===== config.mk =====
export PLATFORM = sky130hd
export DESIGN_NAME = jts_smooth
export DESIGN_NICKNAME = d
export VERILOG_FILES = /design/src/hw/rtl/jts_pkg.sv /design/src/hw/rtl/jts_smooth.sv
export SDC_FILE = /design/constraint.sdc
export NUM_CORES = 2
export LEC_CHECK = 0
export BUFFER_PORTS_ARGS = -buffer_cell sky130_fd_sc_hd__buf_2
export CORE_ASPECT_RATIO = 1.75
export CORE_MARGIN = 2
export CORE_UTILIZATION = 63
export CTS_BUF_LIST = sky130_fd_sc_hd__clkbuf_4
export DETAILED_ROUTE_END_ITERATION = 7
export PLACE_DENSITY = 0.82
export SETUP_SLACK_MARGIN = 0.05
export SYNTH_ARGS = -nofsm -noshare
export SYNTH_HDL_FRONTEND = slang
export SYNTH_SLANG_ARGS = --single-unit

===== constraint.sdc =====
create_clock -name clk -period 7.8 [get_ports clk]
set_input_delay 1.17 -clock clk [delete_from_list [all_inputs] [get_ports clk]]
set_output_delay 1.17 -clock clk [all_outputs]
set_load 0.05 [all_outputs]

===== src/hw/rtl/jts_pkg.sv =====
`timescale 1ns / 1ps
// ----------------------------------------------------------------------------
// jts_pkg
// Shared types and constants for the six-joint smoothstep move generator.
// ----------------------------------------------------------------------------
package jts_pkg;

  localparam int DEF_ANGLE_BITS    = 16;
  localparam int DEF_DURATION_BITS = 16;

  localparam int JOINT_CNT  = 6;
  localparam int FRAC_BITS  = 16;
  localparam int FIELD_BITS = 16;

  // 3.0 in Q2.16, the constant term of 3t^2 - 2t^3 after factoring t^2
  localparam int SHAPE_THREE = 3 * (1 << FRAC_BITS);
  // half of one Q0.16 unit, for round half away from zero
  localparam int ROUND_HALF  = 1 << (FRAC_BITS - 1);

  localparam logic signed [FIELD_BITS-1:0] FORTY_FIVE_DEG = 16'sd5760;

  typedef enum logic [1:0] {
    FUNC_TICK  = 2'd0,
    FUNC_START = 2'd1,
    FUNC_SET   = 2'd2
  } func_t;

  typedef enum logic [2:0] {
    ST_IDLE,
    ST_FRAC,
    ST_SHAPE,
    ST_BLEND,
    ST_POST
  } state_t;

  typedef struct packed {
    logic load;   // latch start, goal and the delta of a new move
    logic go;     // blend with the shaped fraction on the bus
  } lane_ctrl_t;

endpackage


===== src/hw/rtl/jts_smooth.sv =====
`timescale 1ns / 1ps
// ----------------------------------------------------------------------------
// jts_smooth
// Smoothstep shaper: s = floor(t^2 * (3 - 2t)) in Q0.16, two multiply stages.
// ----------------------------------------------------------------------------
module jts_smooth (
  input  logic                          clk,
  input  logic                          rst_n,
  input  logic                          go,
  input  logic [jts_pkg::FRAC_BITS-1:0] frac,
  output logic [jts_pkg::FRAC_BITS-1:0] shaped,
  output logic                          done
);
  import jts_pkg::*;

  localparam int SqW   = 2 * FRAC_BITS;
  localparam int WtW   = FRAC_BITS + 2;
  localparam int ProdW = SqW + WtW;

  logic [SqW-1:0]   sq_r;
  logic [WtW-1:0]   wt_r;
  logic [ProdW-1:0] prod_r;
  logic             sq_v_r;
  logic             prod_v_r;

  always_ff @(posedge clk) begin
    if (!rst_n) begin
      sq_v_r   <= 1'b0;
      prod_v_r <= 1'b0;
    end else begin
      sq_v_r   <= go;
      prod_v_r <= sq_v_r;
    end
  end

  always_ff @(posedge clk) begin
    if (go) begin
      sq_r <= SqW'(frac) * SqW'(frac);
      wt_r <= WtW'(SHAPE_THREE) - WtW'({frac, 1'b0});
    end
    if (sq_v_r) begin
      prod_r <= ProdW'(sq_r) * ProdW'(wt_r);
    end
  end

  // product / 2^32 stays below 2^16
  assign shaped = prod_r[SqW+FRAC_BITS-1:SqW];
  assign done   = prod_v_r;

endmodule


# [After elaboration in Yosys (flattened, before gate mapping)]
# Cells that the tools add are included.
[op_classes] add_sub_neg=1 multipliers=2
[op_table] cell="$mul A32 B18 Y48" n=1
[op_table] cell="$mul A16 B16 Y32" n=1
[op_table] cell="$sub A18 B17 Y18 const A" n=1
[word_totals] reg_bits=100 input_bits=19 out_inout_bits=17 word_cells=8

# [Logic depth before layout (Yosys ltp)]
[depth] ltp_word=1 depth_mapped=25 ltp_nobuf=23

# [Least setup slack after synthesis]
# Ideal clock, no wire load.
[synth_timing] kind="input -> register" from="input port frac[13] (netlist bit)" to="register sq_r[31], data pin" setup_time_ps=260 arrival_ps=6901 required_ps=7540 setup_slack_ps=639 path_stages=23 path_buffers=2 path_cell_list="clkbuf_1 -> clkbuf_1 -> nand2_1 -> fa_1 -> inv_1 -> fa_1 -> inv_1 -> fa_1 -> inv_1 -> fa_1 -> inv_1 -> fa_1 -> inv_1 -> fa_1 -> ha_1 -> and4_1 -> and4_1 -> o2111ai_2 -> a311oi_1 -> or3_1 -> a221o_1 -> a21oi_2 -> xnor2_1"
[synth_via] elab_chain_cells=1
[synth_rtl] element="start: declaration" line_no="jts_smooth.sv:10" rtl="input logic [jts_pkg::FRAC_BITS-1:0] frac,"
[synth_rtl] element="$mul A16 B16 Y32" line_no="jts_smooth.sv:38" rtl="sq_r <= SqW'(frac) * SqW'(frac);"
[synth_rtl] element="end signal: assignment" line_no="jts_smooth.sv:38"
[synth_rtl] element="end: declaration" line_no="jts_smooth.sv:20" rtl="logic [SqW-1:0] sq_r;"
# No other way between the ends.
# A chain may end at the register's enable or synchronous reset.

# [Worst setup path in the final report]
[layout_timing] from="register wt_r[6]" to="register prod_r[39], data pin"
[layout_via] elab_chain_cells=1
[layout_rtl] element="start: declaration" line_no="jts_smooth.sv:21" rtl="logic [WtW-1:0] wt_r;"
[layout_rtl] element="start signal: assignment" line_no="jts_smooth.sv:39" rtl="wt_r <= WtW'(SHAPE_THREE) - WtW'({frac, 1'b0});"
[layout_rtl] element="$mul A32 B18 Y48" line_no="jts_smooth.sv:42" rtl="prod_r <= ProdW'(sq_r) * ProdW'(wt_r);"
[layout_rtl] element="end signal: assignment" line_no="jts_smooth.sv:42"
[layout_rtl] element="end: declaration" line_no="jts_smooth.sv:22" rtl="logic [ProdW-1:0] prod_r;"
# No other way between the ends.

==> impl_metrics.csv <==
group,metric,value,unit
run_status,status,"complete, no violations",
clock_network,cts_hold_buf,0,
flow_run,maxCapViolations,0,
global_routing,antenna_found_initial,1,
floorplan,core,40600,µm²
route,num_vias,19100,
synthesis,syn_area,25800,µm²
worst_setup_path,crit_path_end_kind,"register",
synthesis,synth_most_common_cell,"inv_1",
synthesis,synthArstFlopShare,0,
timing,finalHoldViolations,0,
synthesis,yosysSeqAreaShare,0.0750,
worst_setup_path,arrival,7.67,ns
floorplan,start_util,0.635,
worst_setup_path,cp_cell_sequence,"buf_4, and2_1, fa_1, inv_1, fa_1, fa_1, inv_1, fa_1, fa_1, inv_1, fa_1, inv_1, ha_1, nand2_1, nor4_1, buf_4, nand4_1, o211ai_1, buf_4, o41ai_2, o21ai_0, a21oi_1, xnor2_1",
clock_network,clockRootBuffer,"clkbuf_4",
worst_setup_path,cpMaxStageDelayCell,"edfxtp_1",
floorplan,die_y,272,µm
worst_setup_path,cp-start-kind,"register",
worst_setup_path,crit_top_cell,"fa_1",
worst_setup_path,crit_path_max_fanout,18,
worst_setup_path,required,8.03,ns
timing,drv_slew,0,
global_routing,grt_pass1_wl,108000,µm
synthesis,yosysWarningCount,0,
route,drc,0,
floorplan,pin_count,36,
worst_setup_path,cp_top_family,"adder cells",
synthesis,synth_fa_ha_area_frac,0.582,
synthesis,synthSimpleGateAreaFrac,0.155,
timing,setup_viol,0,
finish,final-seq-area,1930,µm²
floorplan,die_w,157,µm
synthesis,synth_edf_count,63,
synthesis,synth_xor_xnor_area_share,0.0235,
synthesis,synth_top_family_by_area,"adder cells",
finish,multiInputGateArea,20700,µm²
route,dr.pass1.iters,6,
worst_setup_path,cpPeakStageDelay,0.95,ns
timing,max-slew-margin-rel,0.231,
place,place_hpwl,54900,µm
route,antenna_left,0,
finish,drive_gt1_frac,0.0432,
synthesis,synth_top_cell_area_share,0.462,
clock_network,cts_tree,"yes",
clock_network,clockBufferDepth,2,
timing,fmax,134,MHz
finish,nets,3634,
timing,rsz0062_at_grt,"no",
synthesis,syn_area_per_cell,9.26,µm²
clock_network,numCtsBuffers,9,
synthesis,synth_nets,3644,
synthesis,yosys-top-cells-count,"inv_1 (716), fa_1 (595), nand2_1 (363)",
global_routing,grt_pass1_vias,21900,
floorplan,die-area,42600,µm²
worst_setup_path,crit_type,"reg -> reg",
global_routing,grt_max_degree,49,
synthesis,yosys-mux-area-fraction,0.00121,
route,wl_per_cell,20.0,µm
worst_setup_path,worst-path-buf-inv,7,
global_routing,overflow,0,
timing,finClkSkew,0.0516,ns
finish,fillers,3172,
place,gp_congestion,0.961,
synthesis,synth-seq-cells,65,
synthesis,synth.largest_area_cell,"fa_1",
timing,min_period_over_period,0.954,
clock_network,clk_pin_slew_worst_paths,0.17,ns
synthesis,synth_ff_type,"edfxtp_1",
floorplan,row_count,98,
finish,syn2layout_area_growth,3.97,%
synthesis,syn-instance-count,2784,
route,wirelength,66700,µm
synthesis,yosys-top-cells-area,"fa_1 (46%), ha_1 (12%), inv_1 (10%), edfxtp_1 (7.3%), and2_1 (7.2%)",
place,port_buffers,35,
route,first_iter_violations,1132,
route,vias_per_cell,5.74,
timing,setup_tns,0,ns
timing,final.min_clock_period,7.44,ns
timing,tightestPinTransition,1.15,ns
synthesis,synthDistinctLibCells,59,
global_routing,grtUsageTotal,0.334,
min_path,hp-class,"reg -> reg",
clock_network,cts_max_level,3,
synthesis,synth_compound_area_frac,0.0431,
clock_network,cts.sinks,65,
clock_network,clkLatencyLatePin,0.51,ns
cell type report:
cell class	instances	share of cell area
well taps	550	0.0257
diodes	1	0.0000934
flip-flops and latches	65	0.0721
clock inverters	7	0.00374
clock buffers	9	0.00252
repair buffers	87	0.0211
multi-input cells	1889	0.774
inverters	722	0.101
flip-flops by register name, indices dropped and copies added, names as in the netlist:
| signal | flops |
|---|---|
| done | 1 |
| prod_r | 16 |
| sq_r | 31 |
| sq_v_r | 1 |
| wt_r | 16 |
kinds of logic (layout without fill, tap and decap cells):
kind of cell | count (synthesis) | in the layout
other | 0 | 1
buffers and inverters | 830 | 825
AO/OA/AOI/OAI | 164 | 164
multiplexers | 3 | 3
adder cells (fa/ha/maj) | 841 | 841
XOR/XNOR | 69 | 69
AND/OR/NAND/NOR | 812 | 812
flip-flops | 65 | 65
path summary, 6_finish.rpt:
kind | from | to | slack [ns] | depth (start not counted)
max | wt_r[6] | prod_r[39] | 0.36 | 23
max reg2reg | wt_r[6] | prod_r[39] | 0.36 | 23
min | sq_v_r | prod_r[41] | 0.87 | 0
min reg2reg | sq_v_r | prod_r[41] | 0.87 | 0
metal layers:
layer / share of wire / vias up / wire length, µm / track usage
li1: - / 8164 / - / -
met1: 0.30 / 9668 / 19900 / 0.333
met2: 0.53 / 858 / 35500 / 0.594
met3: 0.064 / 435 / 4300 / 0.0600
met4: 0.10 / 0 / 6930 / 0.280
met5: 0 / - / 0 / 0
layout by cell type (no fill, tap or decap), drive strengths merged, types with 8 or more instances in the layout:
cell type	synthesis	routed
inv	716	719
fa	595	595
nand2	363	363
and2	296	296
ha	246	246
buf	1	87
nor2	65	65
edfxtp	63	63
xnor2	53	53
a21oi	46	46
o21ai	27	27
a21o	27	27
nand3	19	19
nor3	17	17
xor2	16	16
o21a	12	12
nand4	11	11
nor2b	9	9
clkbuf	107	9
a211oi	8	8
clkinv	6	8
worst register-to-register path, stage by stage, from the launching register on:
cell and delay (ns):
edfxtp_1 0.95, buf_4 0.37, and2_1 0.19, fa_1 0.39, inv_1 0.08, fa_1 0.45, fa_1 0.51, inv_1 0.06
fa_1 0.67, fa_1 0.56, inv_1 0.05, fa_1 0.47, inv_1 0.04, ha_1 0.30, nand2_1 0.14, nor4_1 0.42
buf_4 0.24, nand4_1 0.10, o211ai_1 0.29, buf_4 0.24, o41ai_2 0.11, o21ai_0 0.28, a21oi_1 0.14, xnor2_1 0.14
stage by stage:
step | hold slack [ns] | instance area (µm²) | utilization | worst slack, ns | std cells
after floorplan | 0.690 | 25800 | - | 0.639 | 2784
after global placement | 0.843 | 26600 | 0.656 | 0.492 | 3313
after detailed placement | 0.884 | 26600 | 0.656 | 0.255 | 3313
after CTS | 0.880 | 26800 | 0.660 | 0.617 | 3329
after global routing | 0.907 | 26800 | 0.660 | 0.171 | 3330
final | 0.874 | 26800 | 0.660 | 0.359 | 3330
what timing repair did:
action / 4_1_cts / 5_1_grt
gates resized for setup: 0 / 1
setup buffers: 0 / 0
setup endpoints to repair: 0 / 3
Power is not shown: default switching activity piles up to over one toggle a cycle in this logic, so the estimate is an artifact.
