===== src/hw/rtl/jts_pkg.sv =====
`timescale 1ns / 1ps
// ----------------------------------------------------------------------------
// jts_pkg
// Shared types and constants for the six-joint smoothstep move generator.
// ----------------------------------------------------------------------------
package jts_pkg;

  localparam int DEF_ANGLE_BITS    = 16;
  localparam int DEF_DURATION_BITS = 16;

  localparam int JOINT_CNT  = 6;
  localparam int FRAC_BITS  = 16;
  localparam int FIELD_BITS = 16;

  // 3.0 in Q2.16, the constant term of 3t^2 - 2t^3 after factoring t^2
  localparam int SHAPE_THREE = 3 * (1 << FRAC_BITS);
  // half of one Q0.16 unit, for round half away from zero
  localparam int ROUND_HALF  = 1 << (FRAC_BITS - 1);

  localparam logic signed [FIELD_BITS-1:0] FORTY_FIVE_DEG = 16'sd5760;

  typedef enum logic [1:0] {
    FUNC_TICK  = 2'd0,
    FUNC_START = 2'd1,
    FUNC_SET   = 2'd2
  } func_t;

  typedef enum logic [2:0] {
    ST_IDLE,
    ST_FRAC,
    ST_SHAPE,
    ST_BLEND,
    ST_POST
  } state_t;

  typedef struct packed {
    logic load;   // latch start, goal and the delta of a new move
    logic go;     // blend with the shaped fraction on the bus
  } lane_ctrl_t;

endpackage


===== src/hw/rtl/jts_frac_div.sv =====
`timescale 1ns / 1ps
// ----------------------------------------------------------------------------
// jts_frac_div
// Restoring divider: q = floor(num * 2^16 / den) for num < den, one bit a cycle.
// ----------------------------------------------------------------------------
module jts_frac_div #(
  parameter int DURATION_BITS = jts_pkg::DEF_DURATION_BITS
) (
  input  logic                               clk,
  input  logic                               rst_n,
  input  logic                               go,
  input  logic [DURATION_BITS-1:0]           num,
  input  logic [DURATION_BITS-1:0]           den,
  output logic [jts_pkg::FRAC_BITS-1:0]      quo,
  output logic                               done
);
  import jts_pkg::*;

  localparam int CntW = $clog2(FRAC_BITS + 1);

  logic [DURATION_BITS-1:0] rem_r;
  logic [DURATION_BITS-1:0] den_r;
  logic [FRAC_BITS-1:0]     quo_r;
  logic [CntW-1:0]          cnt_r;
  logic                     done_r;

  logic [DURATION_BITS:0]   shifted;
  logic                     fits;
  logic [DURATION_BITS:0]   diff;

  always_comb begin
    shifted = {rem_r, 1'b0};
    fits    = shifted >= {1'b0, den_r};
    diff    = shifted - {1'b0, den_r};
  end

  always_ff @(posedge clk) begin
    if (!rst_n) begin
      cnt_r  <= '0;
      done_r <= 1'b0;
    end else begin
      // flag the beat on the last quotient bit
      done_r <= !go && (cnt_r == CntW'(1));
      if (go) begin
        cnt_r <= CntW'(FRAC_BITS);
      end else if (cnt_r != '0) begin
        cnt_r <= cnt_r - CntW'(1);
      end
    end
  end

  always_ff @(posedge clk) begin
    if (go) begin
      rem_r <= num;
      den_r <= den;
      quo_r <= '0;
    end else if (cnt_r != '0) begin
      // remainder stays below den, so the low bits hold it
      rem_r <= fits ? diff[DURATION_BITS-1:0] : shifted[DURATION_BITS-1:0];
      quo_r <= {quo_r[FRAC_BITS-2:0], fits};
    end
  end

  assign quo  = quo_r;
  assign done = done_r;

endmodule


===== config.mk =====
export PLATFORM = sky130hd
export DESIGN_NAME = jts_frac_div
export DESIGN_NICKNAME = d
export VERILOG_FILES = /design/src/hw/rtl/jts_pkg.sv /design/src/hw/rtl/jts_frac_div.sv
export SDC_FILE = /design/constraint.sdc
export NUM_CORES = 1
export LEC_CHECK = 0
export ABC_CLOCK_PERIOD_IN_PS = 3050
export BUFFER_PORTS_ARGS = -buffer_cell sky130_fd_sc_hd__buf_2
export CORE_MARGIN = 1.5
export CORE_UTILIZATION = 56
export CTS_CLUSTER_DIAMETER = 30
export DETAILED_ROUTE_END_ITERATION = 10
export PLACE_DENSITY_LB_ADDON = 0.1
export SETUP_SLACK_MARGIN = 0.3
export SLEW_MARGIN = 5
export SYNTH_ARGS = -nofsm -noshare
export SYNTH_HDL_FRONTEND = slang
export SYNTH_SLANG_ARGS = --single-unit

===== constraint.sdc =====
create_clock -name clk -period 3.05 [get_ports clk]
set_input_delay 0.61 -clock clk [delete_from_list [all_inputs] [get_ports clk]]
set_output_delay 0.61 -clock clk [all_outputs]
set_load 0.01 [all_outputs]

* Word-level counts from Yosys, hierarchy flattened
Cells that the tools add are included.
** Operators by class
- Add/subtract/negate cells :: 2
- $lt $le $gt $ge :: 1
- Eq/ne operators :: 1
- Muxes and demuxes :: 5
- Bitwise logic cells :: 1
- Reductions and logical operators :: 5
** Operators by type and width (count)
- 16-bit two-way mux :: 3
- 17-bit by 16-bit >= comparator with 1-bit output :: 1
- 16-bit subtractor :: 1
- 5-bit two-way mux :: 2
- 5-bit by 1-bit == test with 1-bit output (second input constant) :: 1
- 5-bit nonzero test :: 1
- 5-bit by 1-bit subtractor with 5-bit output (second input constant) :: 1
- 2-bit nonzero test :: 1
- 2-bit OR reduction :: 1
- 1-bit logical AND :: 1
- 1-bit zero test :: 1
- 1-bit NOT :: 1
** Storage, ports and cells
- Register bits after elaboration :: 54
- Bits of input ports :: 35

* Longest topological paths before layout
- Depth after elaboration :: 4
- Mapped depth :: 12
- Depth with buffers taken out :: 10

* Worst setup path after synthesis
No wires, ideal clock.
- Path kind :: register -> register
- From :: register rem_r[5]
- To :: register rem_r[14], data pin
- Arrival :: 2.225 ns
- Required time :: 2.793 ns
- Slack :: 0.568 ns
- Stages on the path, launching flop included :: 9
- Path buffers :: 1
- Period minus slack after synthesis :: 2.482 ns
- Path through :: edfxtp_1 -> ha_1 -> a2111o_1 -> o21ai_4 -> a211oi_2 -> or2_1 -> buf_6 -> or3_1 -> o2111a_1
** On the way
- Word-level cells in the longest chain between the ends :: 4
** RTL lines
- start: declaration :: RTL line jts_frac_div.sv:21 : logic [DURATION_BITS-1:0] rem_r;
- start signal: assignment :: RTL line jts_frac_div.sv:54 : rem_r <= num;
- start signal: assignment :: RTL line jts_frac_div.sv:59 : rem_r <= fits ? diff[DURATION_BITS-1:0] : shifted[DURATION_BITS-1:0];
- 16-bit subtractor / 17-bit by 16-bit >= comparator with 1-bit output (equally long branches) :: RTL line jts_frac_div.sv:34, jts_frac_div.sv:33
- 16-bit two-way mux * :: RTL line jts_frac_div.sv:59
- 16-bit two-way mux * :: RTL line jts_frac_div.sv:57 : end else if (cnt_r != '0) begin
- 16-bit two-way mux * :: RTL line jts_frac_div.sv:53 : if (go) begin
Every way passes the cells marked *; elsewhere a longest branch is shown, timed or not. The select of a mux whose other input is x is not followed.
A chain may end at the register's enable or synchronous reset.

* Worst setup path after layout
Ends and elaborated chain as after synthesis.

==> flow_summary_export.csv <==
group,metric,value,unit
status,run_status,"completed",
detailed_routing,route.detailed.drc,0,
finish,layout-drive-gt1-share,0.209,
critical_path,worstSetupStartpointType,"flip-flop",
placed_design,dp_hpwl,4630,um
sta,tightest_slew,0.777,ns
yosys,netlist.top_cell.by_area,"edfxtp_1",
detailed_routing,detailedRoute.firstPassIterationCount,6,
critical_path,r2r_cells,7,
sta,finalHoldViolCount,0,
yosys,synth_async_sr_flop_share,0,
sta,setup_tns,0,ns
critical_path,critical_path_stages,7,
yosys,post_synthesis_net_count,384,
clocking,clk_pin_slew_worst_paths,0.10,ns
clocking,clkLatencyLatePin,0.31,ns
sta,min_period,2.67,ns
floorplanning,die-area,5870,um2
critical_path,critPathArrivalTime,2.74,ns
sta,setup_viol_count_final,0,
yosys,synth_top_cell_area_share,0.317,
detailed_routing,drt.antenna.violating_nets,0,
critical_path,crit_required,3.12,ns
yosys,mappedNetlistArea,3030,um2
critical_path,criticalPathCategory,"flip-flop to flip-flop",
yosys,synthCells,329,
min_path,worst_hold_path_type,"flip-flop to flip-flop",
placed_design,place.detailed.instances,444,
critical_path,timing.critical_path.to_type,"flip-flop",
critical_path,worst_setup_path_startpoint,"rem_r[5]",
sta,unrepaired_setup_endpoints_after_global_routing,"false",
clocking,clock-sinks,54,
yosys,synth.area.top_cells,"edfxtp_1, dfxtp_1, ha_1",
yosys,yosys.cell_types.count,52,
power_and_ir_drop,power.leakage,1.46,nW
clocking,ctsHtreeMaxLevel,2,
global_route,maximum_number_of_pins_on_one_net_before_global_route_repair,34,
sta,maxSlewHeadroom,0.481,
critical_path,worst-path-buf-inv,0,
clocking,post-cts-setup-buffer-count,0,
sta,timing.fmax,0.375,GHz
yosys,synth-seq-area-share,0.462,
global_route,grt_first_pass_wirelength,10700,um
critical_path,slowest_delay,0.51,ns
floorplanning,chipHeight,76.6,um
critical_path,critical_path.slowest_cell,"a2111o_1",
flow_run,max_cap_viol_count,0,
clocking,clock_tree.buffer_depth,2,
floorplanning,die_x,76.6,um
sta,slew_violations,0,
detailed_routing,avgViaCountPerCell,5.51,
global_route,grt_usage,0.229,
clocking,tritoncts.num_buffers,5,
detailed_routing,routed_wire_length_per_instance,14.1,um
global_route,grt_antenna_before_repair,0,
floorplanning,design.portCount,52,
sta,timing.hold.ws,0.460,ns
floorplanning,row_count,26,
yosys,yosys_warnings,0,
floorplanning,initial_core_util,0.587,
yosys,synthesis.area_per_instance,9.22,um2
min_path,hold_crit_depth,2,
finish,antenna-diode-count,0,
finish,nets,436,
critical_path,regToRegStartpoint,"rem_r[5]",
detailed_routing,detail_route.iter0.violations,130,
critical_path,crit_path_max_fanout,14,
global_route,grt_overflow,0,
min_path,hold_path_startpoint,"quo[15]",
global_route,vias_in_the_first_global_route,2423,
sta,period_share,0.875,
placed_design,finalWeightedCongestion,0.974,
sta,fin_worst_skew,0.0118,ns
finish,mostFrequentLayoutCell,"nand2_1",
detailed_routing,vias,2491,
clocking,tritoncts,"built",
yosys,synth-main-ff-cell,"edfxtp_1",
critical_path,cpLargestDelayFamily,"compound AO/OA/AOI/OAI gates",
detailed_routing,wirelength_routed,6360,um
power_and_ir_drop,max-vdd-ir-drop,0.366,mV
floorplanning,core_region_area,5170,um2
finish,post-route-util,0.675,
finish,layout.cells.most_common_list,"nand2_1, buf_2, nor2_1, edfxtp_1, a21oi_1",
finish,area.growth.synth_to_final,15.1,%
placed_design,buffer_ports.inserted,51,
clocking,clock_root_cell,"clkbuf_8",
yosys,synth_seq_cells,54,
finish,final.fill_count,423,
yosys,number_of_synthesized_flops_with_an_enable_pin,32,
critical_path,timing.critical_path.cells,"ha_1 > a2111o_1 > o21ai_4 > a211oi_4 > or2_4 > or3_1 > o2111a_1",
finish,final_cell_count_no_fill,452,
clocking,cts_hold_buffers,0,
power_and_ir_drop,powerDensity,893,nW/um2
==> logic make-up (layout without fill, tap and decap cells) <==
group,count (synthesis),in the layout,share of synthesized area
simple gates,123,123,0.177
mux,3,3,0.0103
xor+xnor,12,12,0.0346
compound gates,84,84,0.181
buf+inv,33,86,0.0495
fa+ha+maj,20,20,0.0849
flops,54,54,0.462
==> tightest hold or removal path, cell delays in order, from the launching register on <==
cell	delay [ns]
dfxtp_1	0.32
nand2_1	0.05
a21oi_1	0.05
==> flip-flops by register name (all words and copies together), names as in the netlist <==
signal / cells
done: 1
den_r: 16
rem_r: 16
quo: 16
cnt_r: 5
==> final timing paths <==
path | end | slack [ns]
hold reg to reg | quo[15] | 0.46
setup reg to reg | rem_r[14] | 0.38
hold / removal | quo[15] | 0.46
setup / recovery | rem_r[14] | 0.38
==> synth_stat cells (all sizes together) (6+ instances only) <==
library cell and count:
nand2 61, a21oi 34, nor2 33, edfxtp 32, dfxtp 22, inv 21, ha 19, o21ai 13
xnor2 10, clkbuf 9, a31oi 8, nand3 6, nor3 6, o21a 6
==> metal layers <==
metal  GRT usage  vias up  share of wire
met4      0.0759        0          0.015
met2       0.371       66           0.46
met5           0        -              0
met3      0.0527       13          0.066
met1       0.302     1154           0.46
li1            -     1258              -
==> stage by stage <==
| step | power (W) | setup WS, ns | area (um2) |
|---|---|---|---|
| 4_1_cts | 0.00307 | 0.392 | 3450 |
| 6_report | 0.00312 | 0.381 | 3490 |
| 3_5_place_dp | 0.00261 | 0.238 | 3350 |
| 5_1_grt | 0.00336 | 0.309 | 3490 |
| 2_1_floorplan | 0.00228 | 0.568 | 3030 |
| 3_3_place_gp | 0.00259 | 0.329 | 3350 |
==> area by class of cell <==
class	instances	area, um2	share of cell area
timing repair buffer	57	300	0.0860
sequential	54	1400	0.401
multi-input combinational	242	1520	0.436
tap	70	87.6	0.0251
clock buffer	8	101	0.0290
inverter	21	78.8	0.0226
==> timing repair <==
action,CTS,global route
resized for setup,2,9
hold endpoints to repair,0,0
setup endpoints to repair,3,7
==> where the power goes <==
part	leakage [nW]	switching (W)	internal, W	total, W
Sequential	0.498	0.0000826	0.000964	0.00105
Clock	0.0506	0.000233	0.000213	0.000447
Combinational	0.914	0.000959	0.000667	0.00163
No activity file was read; power rests on OpenSTA's default activity.
