--- config.mk ---
export PLATFORM = sky130hd
export DESIGN_NAME = jts_lane
export DESIGN_NICKNAME = d
export VERILOG_FILES = /design/src/hw/rtl/jts_pkg.sv /design/src/hw/rtl/jts_lane.sv
export SDC_FILE = /design/constraint.sdc
export NUM_CORES = 1
export LEC_CHECK = 0
export BUFFER_PORTS_ARGS = -buffer_cell sky130_fd_sc_hd__buf_2
export CAP_MARGIN = 40
export CORE_MARGIN = 2
export CORE_UTILIZATION = 51
export DETAILED_ROUTE_END_ITERATION = 10
export GPL_ROUTABILITY_DRIVEN = 0
export PLACE_DENSITY = 0.69
export SYNTH_ARGS = -nofsm -noshare
export SYNTH_HDL_FRONTEND = slang
export SYNTH_SLANG_ARGS = --single-unit
--- constraint.sdc ---
create_clock -name clk -period 9.2 [get_ports clk]
set_input_delay 1.38 -clock clk [delete_from_list [all_inputs] [get_ports clk]]
set_output_delay 1.38 -clock clk [all_outputs]
set_load 0.02 [all_outputs]
--- src/hw/rtl/jts_pkg.sv ---
`timescale 1ns / 1ps
// ----------------------------------------------------------------------------
// jts_pkg
// Shared types and constants for the six-joint smoothstep move generator.
// ----------------------------------------------------------------------------
package jts_pkg;

  localparam int DEF_ANGLE_BITS    = 16;
  localparam int DEF_DURATION_BITS = 16;

  localparam int JOINT_CNT  = 6;
  localparam int FRAC_BITS  = 16;
  localparam int FIELD_BITS = 16;

  // 3.0 in Q2.16, the constant term of 3t^2 - 2t^3 after factoring t^2
  localparam int SHAPE_THREE = 3 * (1 << FRAC_BITS);
  // half of one Q0.16 unit, for round half away from zero
  localparam int ROUND_HALF  = 1 << (FRAC_BITS - 1);

  localparam logic signed [FIELD_BITS-1:0] FORTY_FIVE_DEG = 16'sd5760;

  typedef enum logic [1:0] {
    FUNC_TICK  = 2'd0,
    FUNC_START = 2'd1,
    FUNC_SET   = 2'd2
  } func_t;

  typedef enum logic [2:0] {
    ST_IDLE,
    ST_FRAC,
    ST_SHAPE,
    ST_BLEND,
    ST_POST
  } state_t;

  typedef struct packed {
    logic load;   // latch start, goal and the delta of a new move
    logic go;     // blend with the shaped fraction on the bus
  } lane_ctrl_t;

endpackage

--- src/hw/rtl/jts_lane.sv ---
`timescale 1ns / 1ps
// ----------------------------------------------------------------------------
// jts_lane
// One joint: holds start and goal of the move and blends between them.
// ----------------------------------------------------------------------------
module jts_lane #(
  parameter int ANGLE_BITS = jts_pkg::DEF_ANGLE_BITS
) (
  input  logic                                clk,
  input  logic                                rst_n,
  input  jts_pkg::lane_ctrl_t                 ctrl,
  input  logic signed [ANGLE_BITS-1:0]        cur_angle,
  input  logic signed [ANGLE_BITS-1:0]        tgt_angle,
  input  logic [jts_pkg::FRAC_BITS-1:0]       shaped,
  output logic signed [ANGLE_BITS-1:0]        goal,
  output logic signed [ANGLE_BITS-1:0]        blended,
  output logic                                done
);
  import jts_pkg::*;

  localparam int ProdW = ANGLE_BITS + FRAC_BITS;

  logic signed [ANGLE_BITS-1:0] start_r;
  logic signed [ANGLE_BITS-1:0] goal_r;
  logic                         neg_r;
  logic [ANGLE_BITS-1:0]        mag_r;
  logic [ProdW-1:0]             prod_r;
  logic signed [ANGLE_BITS-1:0] res_r;
  logic                         prod_v_r;
  logic                         done_r;

  logic [ANGLE_BITS:0]          delta;
  logic [ANGLE_BITS:0]          delta_abs;
  logic [ProdW:0]               rounded;
  logic [ANGLE_BITS-1:0]        step;
  logic [ANGLE_BITS:0]          sum;

  always_comb begin
    delta     = {tgt_angle[ANGLE_BITS-1], tgt_angle} - {cur_angle[ANGLE_BITS-1], cur_angle};
    delta_abs = delta[ANGLE_BITS] ? (~delta + (ANGLE_BITS+1)'(1)) : delta;
    rounded   = {1'b0, prod_r} + (ProdW+1)'(ROUND_HALF);
    step      = rounded[ANGLE_BITS+FRAC_BITS-1:FRAC_BITS];
    sum       = neg_r ? ({start_r[ANGLE_BITS-1], start_r} - {1'b0, step})
                      : ({start_r[ANGLE_BITS-1], start_r} + {1'b0, step});
  end

  always_ff @(posedge clk) begin
    if (!rst_n) begin
      prod_v_r <= 1'b0;
      done_r   <= 1'b0;
    end else begin
      prod_v_r <= ctrl.go;
      done_r   <= prod_v_r;
    end
  end

  always_ff @(posedge clk) begin
    if (ctrl.load) begin
      start_r <= cur_angle;
      goal_r  <= tgt_angle;
      neg_r   <= delta[ANGLE_BITS];
      mag_r   <= delta_abs[ANGLE_BITS-1:0];
    end
    if (ctrl.go) begin
      prod_r <= ProdW'(mag_r) * ProdW'(shaped);
    end
    if (prod_v_r) begin
      // lies between start and goal, so no overflow
      res_r <= sum[ANGLE_BITS-1:0];
    end
  end

  assign goal    = goal_r;
  assign blended = res_r;
  assign done    = done_r;

endmodule
# After elaboration in Yosys (flattened, before gate mapping)
# Cells that the tools add are included.
[word_totals] regBits=99 latch_bits=0 ram_bits=0 rom_bits=0 input_bits=52 mem_count=0
[op_classes] n_addsub=5 mul=1 div=0 n_lt_le_gt_ge=0 n_eq_ne=0 shifts=0 mux=2 n_bitwise=1 n_reduce_logical=0
[ops] operator="$add A32 B16 Y32 const B" n=1
[ops] operator="$mul A16 B16 Y32" n=1
[ops] operator="$mux W16" n=2
[ops] operator="$sub A16 B16 Y17" n=1
[ops] operator="$add A16 B1 Y16 const B" n=1
[ops] operator="$add A16 B16 Y16" n=1
[ops] operator="$not A16 Y16" n=1
[ops] operator="$sub A16 B16 Y16" n=1

# Longest topological paths before layout
[logic_depth] word_depth=4 depth_mapped=23 mapped_depth_nobuf=22

# Worst setup path before layout
# OpenSTA, ideal clock, no wires.
[synth_path] kind="input to register" from="input port shaped[1] (netlist bit)" to="register prod_r[31], data pin" t_arrival_ns=6.557 required_time_ns=8.940 setup_slack_ns=2.383 cell_stages=20 path_buffers=1 cell_sequence="clkbuf_1 -> nand2_1 -> fa_1 -> fa_1 -> inv_1 -> fa_1 -> fa_1 -> fa_1 -> inv_1 -> fa_1 -> inv_1 -> ha_1 -> o21a_1 -> o21ai_0 -> or3_1 -> o21ai_0 -> o21ai_1 -> o21ai_0 -> a31oi_1 -> xnor2_1"
[synth_via] elab_chain_cells=1
[synth_rtl] item="start, declared" line_no="jts_lane.sv:14" source="input logic [jts_pkg::FRAC_BITS-1:0] shaped,"
[synth_rtl] item="$mul A16 B16 Y32" line_no="jts_lane.sv:65" source="prod_r <= ProdW'(mag_r) * ProdW'(shaped);"
[synth_rtl] item="end signal, assigned" line_no="jts_lane.sv:65"
[synth_rtl] item="end, declared" line_no="jts_lane.sv:27" source="logic [ProdW-1:0] prod_r;"
# Every way passes these cells.
# A chain may end at the register's enable or synchronous reset.

# Worst setup path in the final report
[layout_path] from="input port shaped[4] (netlist bit)" to="register prod_r[31], data pin"
# Same word-level chain as after synthesis.

==> flow_results.org <==
** Setup path
- Worst Setup End Kind :: flop
- The worst setup path is of the in2reg kind.
- Arrival time of data at the critical path endpoint :: 7.15 ns
- Critical path peak fanout :: 16
- For the worst setup path, the data required time is 9.29 ns.
- Setup crit start kind :: input pin

** Routing
- Iteration count of the initial detailed-routing pass :: 5
- Average vias per placed instance :: 5.44
- Vias post-DR :: 9551
- Routed Antenna Nets :: 0
- Detailed router's first-iteration violation count :: 534
- After detailed routing, the average wire length per cell comes to 16.5 um.
- In the routed design, unresolved DRC markers number 0.
- Total wirelength of the detailed-routed design :: 29000 um

** Yosys
- The netlist uses 72 different library cells.
- Synthesis inferred 84 register bits.
- Mapped Avg Cell Area :: 9.61 um2
- Cell taking the most area after synthesis :: fa_1
- Post-synth top flop :: edfxtp_1
- The Yosys step of the flow raised 0 warnings.
- The synthesized netlist occupies a cell area of 13100 um2.
- Net count after synthesis :: 1744
- Main area contributors after synthesis :: fa_1 30%, edfxtp_1 19%, ha_1 13%, inv_1 7.1%, and2_1 5.8%
- Share of async-settable or async-resettable flops after synthesis :: 0%
- The synthesized design devotes to its leading area cell type 29.8% of total area.
- Number of synthesized flops with an enable pin :: 82
- Sequential cells were found to cover 19.1% of the synthesized design area.
- In the synthesized netlist, the number of instances is 1362.

** Timing
- Pin slew with the least headroom to its limit :: 0.848 ns
- The worst path needs 7.06 ns of the cycle, external delays included.
- Max Fclk :: 0.142 GHz
- Slew Viols, Final :: 0
- Endpoints failing setup :: 0
- Number of failing hold endpoints at the final stage :: 0
- Unrepaired setup endpoints after global routing :: no
- Share of the clock period used by the worst path after layout :: 76.8%
- Largest clock skew in the final design :: 0.00891 ns
- Sum of negative setup slack :: 0 ns
- Slew margin rel. :: 43.4%

** Clock tree
- Number of buffers inserted by post-CTS setup repair :: 0
- H-tree lvl count :: 3
- Num CTS Buffers :: 9
- Num Clock Sinks :: 84
- Number of buffers on the longest clock path :: 2
- TritonCTS built the clock tree.
- After clock tree synthesis, the clock-pin slew on the worst setup and hold paths is 0.06 ns.
- CTS resizes :: 0
- Clock latency on the worst-skew pair, taken at its later pin, is 0.34 ns.
- Clock root buffer master :: clkbuf_16
- Buffers inserted to repair hold after CTS numbered 0.

** Global route
- Global routing finished with a remaining overflow of 0.
- Global routing used 22.8% of the available tracks across all layers.
- Via count of the first global-routing pass :: 9763
- Maximum number of pins on one net before global-route repair :: 28
- Initial antenna violation count :: 1
- Global-route wire length before repair :: 48100 um

** Layout
- Most common cell after layout, fill and taps aside :: inv_1
- Area of the multi-input gates :: 9480 um2
- Highest-count cells in the layout ignoring fill and taps :: 248 x inv_1, 195 x fa_1, 170 x nand2_1, 135 x ha_1, 122 x and2_1
- NumNets Final :: 1801
- After routing the design area is 14100 um2.
- After filler insertion, the fill cell instance count of the layout stands at 2200.
- Summing all flip-flop and latch instances after layout gives 2500 um2.
- Share of cells above drive strength 1 :: 8.78%
- Area growth from synthesis to final layout :: 7.40%

** Floorplan
- The core region is 25200 um2.
- Number of top-level design ports :: 85
- The die covers 27000 um2.
- Effective utilization at floorplan :: 52.0%
- Placement row count :: 58
- Die boundary height :: 164 um
- In this run the horizontal extent of the chip is 164 um.

** Placement
- In this run the cell area measured after placement is 13800 um2.
- Detail Placement HPWL :: 23000 um
- Buffers placed on the I/O ports in this run total 84.

** Worst hold path
- In this run the worst hold path is classified as reg2reg.

** Job
- Across the run, the number of max-cap violations was 0.

** Status
- Run status :: finished, final reports clean
## cell families after synthesis
| logic type | synth area share (%) |
|---|---|
| adder cells (fa/ha/maj) | 42.7 |
| buffers and inverters | 8.45 |
| AO/OA/AOI/OAI | 7.28 |
| multiplexers | 0.430 |
| AND/OR/NAND/NOR | 16.4 |
| flip-flops | 19.1 |
| XOR/XNOR | 5.62 |
## cells in the mapped netlist, types with 2 or more instances
cell,count
clkbuf_1,34
xnor2_1,58
dfxtp_1,2
o21ai_1,3
nand4b_1,2
xor2_1,26
inv_1,248
or2_2,4
o21bai_1,3
o21ai_0,30
nor3_2,2
a31o_2,3
or3_1,4
a211o_1,3
nor2b_1,3
fa_1,195
and4_1,2
o211ai_1,2
a21oi_1,33
buf_2,3
a31oi_1,11
edfxtp_1,82
nand3b_1,2
and2_1,122
o41ai_1,3
nand3_1,20
a211oi_1,7
o31ai_1,3
mux2i_1,3
nand2_1,170
and3_1,4
a21boi_0,3
nand2b_1,4
ha_1,135
o21a_1,7
nor2_1,55
a41oi_1,4
nand4_1,8
a21o_1,10
nor3_1,17
## registers in the layout (all words and copies together) (netlist names)
register	flops
blended	16
goal	16
mag_r	16
start_r	16
neg_r	1
prod_r	17
done	1
prod_v_r	1
## cell type report
type | count | area share [%]
Antenna cell | 1 | 0.0178
Clock buffer | 10 | 1.63
Clock inverter | 6 | 0.276
Inverter | 250 | 6.71
Multi-Input combinational cell | 988 | 67.4
Sequential cell | 84 | 17.8
Tap cell | 330 | 2.94
Timing Repair Buffer | 86 | 3.19
## per-layer routing
metal	track usage [%]	routed length, um	share of wire (%)
met5	0	0	0
met4	5.94	587	2.0
met1	30.3	12300	42
met3	2.90	1300	4.5
met2	39.6	14800	51
## path summary, 6_finish.rpt
| check | from | end | slack (ns) | cells after the start |
|---|---|---|---|---|
| hold / removal | start_r[1]$_DFFE_PP_ | blended[1]$_DFFE_PP_ | 0.66 | 1 |
| setup reg to reg | mag_r[13]$_DFFE_PP_ | prod_r[31]$_DFFE_PP_ | 2.58 | 20 |
| hold reg to reg | start_r[1]$_DFFE_PP_ | blended[1]$_DFFE_PP_ | 0.66 | 1 |
| setup / recovery | shaped[4] | prod_r[31]$_DFFE_PP_ | 2.14 | 21 |
## critical path, cell delays in order
cell and delay (ns):
buf_2 0.21, and2_1 0.23, fa_1 0.55, inv_1 0.05, fa_1 0.48, fa_1 0.54
inv_1 0.06, fa_1 0.46, fa_1 0.52, inv_1 0.05, fa_1 0.49, inv_1 0.05
ha_1 0.30, and4_1 0.24, nand2_1 0.09, or3_1 0.34, o21ai_0 0.34, o21ai_1 0.22
o21ai_0 0.27, a31oi_1 0.13, xnor2_1 0.13
## through the flow
step	setup slack (ns)	std cells	utilization [%]	hold WS, ns
floorplan	2.38	1362	-	0.625
global placement	1.95	1737	54.7	0.639
detailed placement	1.88	1738	54.7	0.637
CTS	2.22	1754	55.8	0.652
global route	1.87	1754	55.8	0.671
finish	2.14	1755	55.8	0.657
Power is left out: the tool's default activity adds up to more than one toggle a clock period on the data nets, which glitch-free logic cannot reach.
